$ cat config.mk
export PLATFORM = sky130hd
export DESIGN_NAME = ir_pulse_distance_receiver_fifo
export DESIGN_NICKNAME = d
export VERILOG_FILES = /design/src/sv/irpd_pkg.sv /design/src/sv/irpd_fifo.sv /design/src/sv/ir_pulse_distance_receiver_fifo.sv
export SDC_FILE = /design/constraint.sdc
export NUM_CORES = 1
export LEC_CHECK = 0
export ABC_AREA = 1
export BUFFER_PORTS_ARGS = -buffer_cell sky130_fd_sc_hd__buf_2
export CAP_MARGIN = 10
export CORE_MARGIN = 8
export CORE_UTILIZATION = 40
export CTS_BUF_LIST = sky130_fd_sc_hd__clkbuf_8
export DETAILED_ROUTE_END_ITERATION = 10
export GPL_TIMING_DRIVEN = 0
export PLACE_DENSITY = 0.63
export SETUP_SLACK_MARGIN = 0.02
export SLEW_MARGIN = 20
export SYNTH_ARGS = -nofsm -noshare
export SYNTH_HDL_FRONTEND = slang
export SYNTH_SLANG_ARGS = --single-unit
$ cat constraint.sdc
create_clock -name clk -period 5 [get_ports clk]
set_clock_uncertainty 0.05 [all_clocks]
set_input_delay 0.5 -clock clk [delete_from_list [all_inputs] [get_ports clk]]
set_output_delay 0.5 -clock clk [all_outputs]
set_load 0.02 [all_outputs]
$ cat src/sv/irpd_pkg.sv
package irpd_pkg;

    // operation codes of an input beat
    typedef enum logic {
        OP_EDGE = 1'b0,
        OP_READ = 1'b1
    } op_t;

    // configuration register map
    localparam int CFG_INDEX_W = 2;
    localparam int THRESH_W    = 16;

    typedef enum logic [CFG_INDEX_W-1:0] {
        CFG_BIT_ONE   = 2'd0,
        CFG_FRAME_GAP = 2'd1
    } cfg_reg_t;

    localparam logic [THRESH_W-1:0] BIT_ONE_RESET   = 16'd1500;
    localparam logic [THRESH_W-1:0] FRAME_GAP_RESET = 16'd15000;

    // symbol store control from the decoder
    typedef struct packed {
        logic push;
        logic pop;
    } fifo_ctrl_t;

endpackage

$ cat src/sv/irpd_fifo.sv
module irpd_fifo #(
    parameter int SYMBOL_BITS = 7,
    parameter int FIFO_DEPTH  = 7,
    parameter int CNT_W       = $clog2(FIFO_DEPTH + 1)
) (
    input  logic                   clk,
    input  logic                   rst_n,
    input  irpd_pkg::fifo_ctrl_t   ctrl,
    input  logic [SYMBOL_BITS-1:0] push_data,
    output logic [SYMBOL_BITS-1:0] head_data,
    output logic [CNT_W-1:0]       count,
    output logic [CNT_W-1:0]       count_next
);

    localparam int PTR_W = (FIFO_DEPTH > 1) ? $clog2(FIFO_DEPTH) : 1;

    logic [SYMBOL_BITS-1:0] mem [FIFO_DEPTH];
    logic [PTR_W-1:0]       rd_ptr_reg;
    logic [PTR_W-1:0]       rd_ptr_next;
    logic [PTR_W-1:0]       wr_ptr_reg;
    logic [PTR_W-1:0]       wr_ptr_next;
    logic [CNT_W-1:0]       count_reg;
    logic                   full;

    assign full       = (count_reg == CNT_W'(FIFO_DEPTH));
    assign head_data  = mem[rd_ptr_reg];
    assign count      = count_reg;

    // pointer and count update; a push into a full store drops the oldest
    always_comb
    begin
        rd_ptr_next = rd_ptr_reg;
        wr_ptr_next = wr_ptr_reg;
        count_next  = count_reg;
        if (ctrl.push)
        begin
            wr_ptr_next = (wr_ptr_reg == PTR_W'(FIFO_DEPTH - 1)) ? '0
                                                                 : PTR_W'(wr_ptr_reg + 1'b1);
            if (full)
            begin
                rd_ptr_next = (rd_ptr_reg == PTR_W'(FIFO_DEPTH - 1)) ? '0
                                                                     : PTR_W'(rd_ptr_reg + 1'b1);
            end
            else
            begin
                count_next = CNT_W'(count_reg + 1'b1);
            end
        end
        else if (ctrl.pop)
        begin
            rd_ptr_next = (rd_ptr_reg == PTR_W'(FIFO_DEPTH - 1)) ? '0
                                                                 : PTR_W'(rd_ptr_reg + 1'b1);
            count_next  = CNT_W'(count_reg - 1'b1);
        end
    end

    always_ff @(posedge clk or negedge rst_n)
    begin
        if (!rst_n)
        begin
            rd_ptr_reg <= '0;
            wr_ptr_reg <= '0;
            count_reg  <= '0;
        end
        else
        begin
            rd_ptr_reg <= rd_ptr_next;
            wr_ptr_reg <= wr_ptr_next;
            count_reg  <= count_next;
        end
    end

    // storage, no reset
    always_ff @(posedge clk)
    begin
        if (ctrl.push)
        begin
            mem[wr_ptr_reg] <= push_data;
        end
    end

`ifndef SYNTH
    a_count_bound: assert property (@(posedge clk) disable iff (!rst_n)
        count_reg <= CNT_W'(FIFO_DEPTH))
        else $error("symbol count above depth");

    a_pop_nonempty: assert property (@(posedge clk) disable iff (!rst_n)
        ctrl.pop |-> (count_reg != '0) && !ctrl.push)
        else $error("pop from empty store or pop with push");
`endif

endmodule

$ cat src/sv/ir_pulse_distance_receiver_fifo.sv
// IR pulse-distance receiver with a symbol FIFO.
// Input channel (in_valid/in_ready): operation selects an edge beat, which
// carries the microsecond timestamp edge_time of a falling edge, or a read
// beat, which pops the oldest stored symbol.
// Output channel (out_valid/out_ready): one result beat per input beat, in
// order: read_data/read_valid for reads, symbol_stored for edges, and
// symbols_available after the step.
// Config channel (cfg_valid/cfg_ready, always ready): cfg_index 0 writes
// the bit-one threshold, 1 the frame-gap threshold; other indexes are ignored.
// A beat is held in the input register until it can advance; its result is
// then registered in the result register, where out_valid rises.
// One beat per cycle is sustained while out_ready is high; the limit is the
// combinational state update between the input and result registers.
// Reset clears the decoder state, the FIFO count and both thresholds to
// their defaults (1500 and 15000). When out_ready is low the result is held,
// the input register still takes one more beat, and in_ready then drops
// until the result is taken.
module ir_pulse_distance_receiver_fifo #(
    parameter int SYMBOL_BITS = 7,
    parameter int FIFO_DEPTH  = 7,
    parameter int TIME_BITS   = 32,
    localparam int CNT_W      = $clog2(FIFO_DEPTH + 1)
) (
    input  logic                             clk,
    input  logic                             rst_n,
    input  logic                             in_valid,
    output logic                             in_ready,
    input  logic                             operation,
    input  logic [TIME_BITS-1:0]             edge_time,
    output logic                             out_valid,
    input  logic                             out_ready,
    output logic [SYMBOL_BITS-1:0]           read_data,
    output logic                             read_valid,
    output logic [CNT_W-1:0]                 symbols_available,
    output logic                             symbol_stored,
    input  logic                             cfg_valid,
    output logic                             cfg_ready,
    input  logic [irpd_pkg::CFG_INDEX_W-1:0] cfg_index,
    input  logic [irpd_pkg::THRESH_W-1:0]    cfg_data
);

    localparam int BC_W = (SYMBOL_BITS > 1) ? $clog2(SYMBOL_BITS) : 1;

    // configuration
    logic [irpd_pkg::THRESH_W-1:0] bit_one_reg;
    logic [irpd_pkg::THRESH_W-1:0] frame_gap_reg;

    // input register
    logic                 in_vld_reg;
    logic                 op_reg;
    logic [TIME_BITS-1:0] edge_time_reg;

    // decoder state
    logic [TIME_BITS-1:0]   last_edge_reg;
    logic [TIME_BITS-1:0]   last_edge_next;
    logic                   header_reg;
    logic                   header_next;
    logic [BC_W-1:0]        bit_count_reg;
    logic [BC_W-1:0]        bit_count_next;
    logic [SYMBOL_BITS-1:0] shift_reg;
    logic [SYMBOL_BITS-1:0] shift_next;

    // result register
    logic                   out_vld_reg;
    logic [SYMBOL_BITS-1:0] read_data_reg;
    logic [SYMBOL_BITS-1:0] read_data_next;
    logic                   read_valid_reg;
    logic [CNT_W-1:0]       avail_reg;
    logic                   stored_reg;
    logic                   stored_next;

    logic                   advance;
    logic [TIME_BITS-1:0]   gap;
    logic                   gap_frame;
    logic                   gap_one;
    logic [SYMBOL_BITS:0]   shifted;
    irpd_pkg::fifo_ctrl_t   fifo_ctrl;
    logic [SYMBOL_BITS-1:0] head_data;
    logic [CNT_W-1:0]       fifo_count;
    logic [CNT_W-1:0]       fifo_count_next;

    // handshake
    assign advance   = in_vld_reg && (!out_vld_reg || out_ready);
    assign in_ready  = !in_vld_reg || !out_vld_reg || out_ready;
    assign cfg_ready = 1'b1;

    // interval with wrap, threshold compares
    assign gap       = edge_time_reg - last_edge_reg;
    assign gap_frame = gap > TIME_BITS'(frame_gap_reg);
    assign gap_one   = gap > TIME_BITS'(bit_one_reg);
    assign shifted   = {shift_reg, gap_one};

    // edge decoding and FIFO control
    always_comb
    begin
        last_edge_next = last_edge_reg;
        header_next    = header_reg;
        bit_count_next = bit_count_reg;
        shift_next     = shift_reg;
        fifo_ctrl      = '0;
        stored_next    = 1'b0;
        read_data_next = '0;
        if (advance)
        begin
            if (op_reg == irpd_pkg::OP_EDGE)
            begin
                last_edge_next = edge_time_reg;
                if (gap_frame)
                begin
                    header_next = 1'b0;
                end
                else if (!header_reg)
                begin
                    header_next    = 1'b1;
                    bit_count_next = '0;
                    shift_next     = '0;
                end
                else if (bit_count_reg == BC_W'(SYMBOL_BITS - 1))
                begin
                    fifo_ctrl.push = 1'b1;
                    stored_next    = 1'b1;
                    bit_count_next = '0;
                    shift_next     = '0;
                end
                else
                begin
                    bit_count_next = BC_W'(bit_count_reg + 1'b1);
                    shift_next     = shifted[SYMBOL_BITS-1:0];
                end
            end
            else if (fifo_count != '0)
            begin
                fifo_ctrl.pop  = 1'b1;
                read_data_next = head_data;
            end
        end
    end

    irpd_fifo #(
        .SYMBOL_BITS (SYMBOL_BITS),
        .FIFO_DEPTH  (FIFO_DEPTH),
        .CNT_W       (CNT_W)
    ) u_fifo (
        .clk        (clk),
        .rst_n      (rst_n),
        .ctrl       (fifo_ctrl),
        .push_data  (shifted[SYMBOL_BITS-1:0]),
        .head_data  (head_data),
        .count      (fifo_count),
        .count_next (fifo_count_next)
    );

    // control and state registers
    always_ff @(posedge clk or negedge rst_n)
    begin
        if (!rst_n)
        begin
            bit_one_reg   <= irpd_pkg::BIT_ONE_RESET;
            frame_gap_reg <= irpd_pkg::FRAME_GAP_RESET;
            in_vld_reg    <= 1'b0;
            out_vld_reg   <= 1'b0;
            last_edge_reg <= '0;
            header_reg    <= 1'b0;
            bit_count_reg <= '0;
            shift_reg     <= '0;
        end
        else
        begin
            if (cfg_valid && cfg_ready)
            begin
                unique case (cfg_index)
                    irpd_pkg::CFG_BIT_ONE:   bit_one_reg   <= cfg_data;
                    irpd_pkg::CFG_FRAME_GAP: frame_gap_reg <= cfg_data;
                    default:                 ;
                endcase
            end
            if (in_ready)
            begin
                in_vld_reg <= in_valid;
            end
            if (advance)
            begin
                out_vld_reg <= 1'b1;
            end
            else if (out_ready)
            begin
                out_vld_reg <= 1'b0;
            end
            last_edge_reg <= last_edge_next;
            header_reg    <= header_next;
            bit_count_reg <= bit_count_next;
            shift_reg     <= shift_next;
        end
    end

    // payload registers
    always_ff @(posedge clk)
    begin
        if (in_valid && in_ready)
        begin
            op_reg        <= operation;
            edge_time_reg <= edge_time;
        end
        if (advance)
        begin
            read_data_reg  <= read_data_next;
            read_valid_reg <= fifo_ctrl.pop;
            avail_reg      <= fifo_count_next;
            stored_reg     <= stored_next;
        end
    end

    assign out_valid         = out_vld_reg;
    assign read_data         = read_data_reg;
    assign read_valid        = read_valid_reg;
    assign symbols_available = avail_reg;
    assign symbol_stored     = stored_reg;

`ifndef SYNTH
    a_read_or_store: assert property (@(posedge clk) disable iff (!rst_n)
        out_vld_reg |-> !(read_valid_reg && stored_reg))
        else $error("result beat flags both a read and a stored symbol");

    a_empty_read_zero: assert property (@(posedge clk) disable iff (!rst_n)
        (out_vld_reg && !read_valid_reg) |-> (read_data_reg == '0))
        else $error("read data nonzero without a stored symbol");

    a_stall_only_full: assert property (@(posedge clk) disable iff (!rst_n)
        !in_ready |-> (in_vld_reg && out_vld_reg && !out_ready))
        else $error("input stalled while a stage is free");
`endif

endmodule
==> reports/metrics.csv <==
metric,value,unit
Crit. End Element,flip-flop,
"Net count, final",1481,
Max clock buf depth,2,
yosys warns,0,
Die Area,31100,um2
DRT antenna net count,0,
post-CTS resize count,0,
PD cells,364,nW/um2
hold path start,edge_time[27],
CTS Buf Count,17,
Highest Clock Rate,223,MHz
peak supply drop,0.177,mV
initial DRC count,565,
post-synthesis mux area share,0,%
clk slew on worst S/H paths,0.12,ns
Ports,71,
met3 wire length,848,um
min-delay worst type,input port to flip-flop,
FF-to-FF path depth,23,
Startpoint Class,flip-flop,
Final HPWL DP,17800,um
grt ovf,0,
most frequent cells in the layout,"nand2_1, inv_1, edfxtp_1",
fraction of the mapped netlist area in adder cells,8.22,%
die height,176,um
final WL,22800,um
Fin. Hold Viols,0,
wire length per cell,13.4,um
slew margin rel.,50.7,%
RSZ-0062 raised after global routing,false,
status,"finished, final reports clean",
TNS Setup,0,ns
CTS tree,yes,
Crit Path Max Fanout,7,
Synth Register Bits,179,
Pleak,5.66,nW
WP data required,5.07,ns
hold path depth,1,
simple-gate share of the synthesized area,22.6,%
DRC Markers,0,
fraction of registers with async set or reset after synthesis,47.5,%
initial antenna violation count,0,
"commonest non-fill, non-tap cell in the layout",nand2_1,
pin count of the biggest net entering global routing,53,
Unique masters post-synth,44,
"EDFF count, synth",94,
Reg-to-Reg End,u_fifo.mem[5][0],
Largest register FFs,49,
via count,8015,
critical path class,flip-flop to flip-flop,
CTS root buf,clkbuf_8,
Synth Instances,1267,
largest family of logic cells by synthesized area,simple AND/OR/NAND/NOR gates,
Initial Util,40.7,%
sequential share of the synthesized area,48.3,%
clock latency at the later pin of the worst-skew pair,0.48,ns
share of cells above drive strength 1,11.2,%
P&R area growth vs syn,12.4,%
r2r setup slk,0.52,ns
worst reg2reg startpoint,last_edge_reg[0],
Syn Area/Cell,8.12,um2
Max Cap Viol,0,
syn_nets,1390,
max-slew violation count,0,
post-synthesis compound-gate area fraction,8.79,%
Port Buffers,69,
All-Layer GR Usage,15.1,%
total core area,25300,um2
Top Layer Used,met4,
hold path endpoint,edge_time_reg[27],
met1 WL,10700,um
min Tclk post-route,4.48,ns
Die X,176,um
number of global-route vias before repair,7916,
first-pass GRT wire length,38200,um
post-synthesis xor/xnor area fraction,1.70,%
H-tree Lvls,4,
fin crit share,89.6,%
gpl congestion,0.899,
router iterations before antenna repair,4,
Via density,4.71,
Slew @ Worst Pin,0.737,ns
WL met2,10700,um
Setup-failing EPs final,0,
Main synth FF type,edfxtp_1,
Worst Path Arrival,4.55,ns
synthesized cell area,10300,um2
Pwr Total,4.21,mW
row cnt,58,
Ant. Diodes,0,
clock tree sinks,179,
==> worst max-delay path by stage <==
| stage | to | slack [ns] | cells past startpoint | from |
|---|---|---|---|---|
| floorplan | u_fifo.mem[6][0] | 1.30 | 21 | last_edge_reg[0] |
| global placement | u_fifo.mem[6][4] | 0.38 | 21 | last_edge_reg[0] |
| detailed placement | u_fifo.mem[6][2] | 0.29 | 22 | edge_time_reg[0] |
| CTS | u_fifo.mem[6][0] | 0.28 | 22 | edge_time_reg[0] |
| global route | u_fifo.mem[5][0] | 0.17 | 23 | edge_time_reg[10] |
| finish | u_fifo.mem[5][0] | 0.52 | 23 | last_edge_reg[0] |
==> cells in the mapped netlist (3+ instances only) <==
master    count  share of area, %
nor2_4        3              0.33
dfstp_2      14               3.6
or2_2         9              0.55
inv_2         7              0.26
o22ai_1       5              0.30
a21oi_1      39               1.9
inv_1       248               9.0
dfrtp_1      71                17
clkinv_1      3              0.11
nor2_1       80               2.9
nor2_2        5              0.30
nor3_1        3              0.15
ha_1         66               8.0
nand4_1      16              0.97
a211oi_1      8              0.58
edfxtp_1     94                27
nand3_1      43               2.1
nand2_1     385                14
o211ai_1     10              0.73
nand3b_1      3              0.22
xor2_1       19               1.6
o21ai_0      80               3.9
clkbuf_1     21              0.77
o21ai_1       5              0.24
a311oi_1      7              0.60
==> cell type report <==
| cell class | count | area [um2] |
|---|---|---|
| Buffer | 23 | 93.8 |
| Clock buffer | 17 | 234 |
| Clock inverter | 15 | 196 |
| Fill cell | 2523 | 13700 |
| Inverter | 259 | 973 |
| Multi-Input combinational cell | 806 | 4270 |
| Sequential cell | 179 | 4970 |
| Tap cell | 330 | 413 |
| Timing Repair Buffer | 72 | 417 |
==> timing repair <==
item                       4_1_cts  5_1_grt
buffers inserted                 0        0
setup endpoints to repair        0        0
hold buffers                     1        0
hold endpoints to repair        33        0
==> critical path, cell delays in order, from the launching register on <==
cell and delay (ns):
dfrtp_1 0.41, ha_1 0.22, fa_1 0.42, inv_1 0.14, nand2_1 0.07, nand3_1 0.14, nand2_1 0.07, nand2_1 0.14
xor2_1 0.33, ha_1 0.18, nand2_1 0.06, inv_1 0.07, nand3_1 0.06, nor2_1 0.20, inv_1 0.09, nor2_1 0.09
nand2_1 0.06, a21oi_1 0.23, nand3_4 0.13, nor2_8 0.15, nand2_4 0.11, clkinv_2 0.10, nand2_1 0.07, nor2_1 0.55
==> routing by layer <==
| metal | vias up | track usage [%] |
|---|---|---|
| li1 | 4197 | - |
| met4 | 0 | 5.04 |
| met2 | 142 | 25.1 |
| met5 | - | 0 |
| met3 | 29 | 3.25 |
| met1 | 3647 | 19.4 |
==> power by group <==
part	switching (mW)	internal, mW
registers	0.0507	1.68
clock network	0.656	0.395
logic	0.906	0.517
==> metrics by stage <==
step | setup slack [ns] | util [%] | area [um2] | instances | hold WS [ns]
finish | 0.518 | 45.8 | 11600 | 1701 | 0.141
floorplan | 1.30 | - | 10300 | 1267 | 0.154
CTS | 0.279 | 45.8 | 11600 | 1701 | 0.102
global placement | 0.383 | 43.7 | 11000 | 1666 | 0.404
global route | 0.173 | 45.8 | 11600 | 1701 | 0.0949
detailed placement | 0.290 | 44.0 | 11100 | 1668 | 0.374
==> cell families after synthesis <==
kind of cell,after synthesis
flops,179
simple gates,557
buf+inv,282
other cells,1
compound gates,161
xor+xnor,20
fa+ha+maj,67
(Power assumes the default switching activity.)
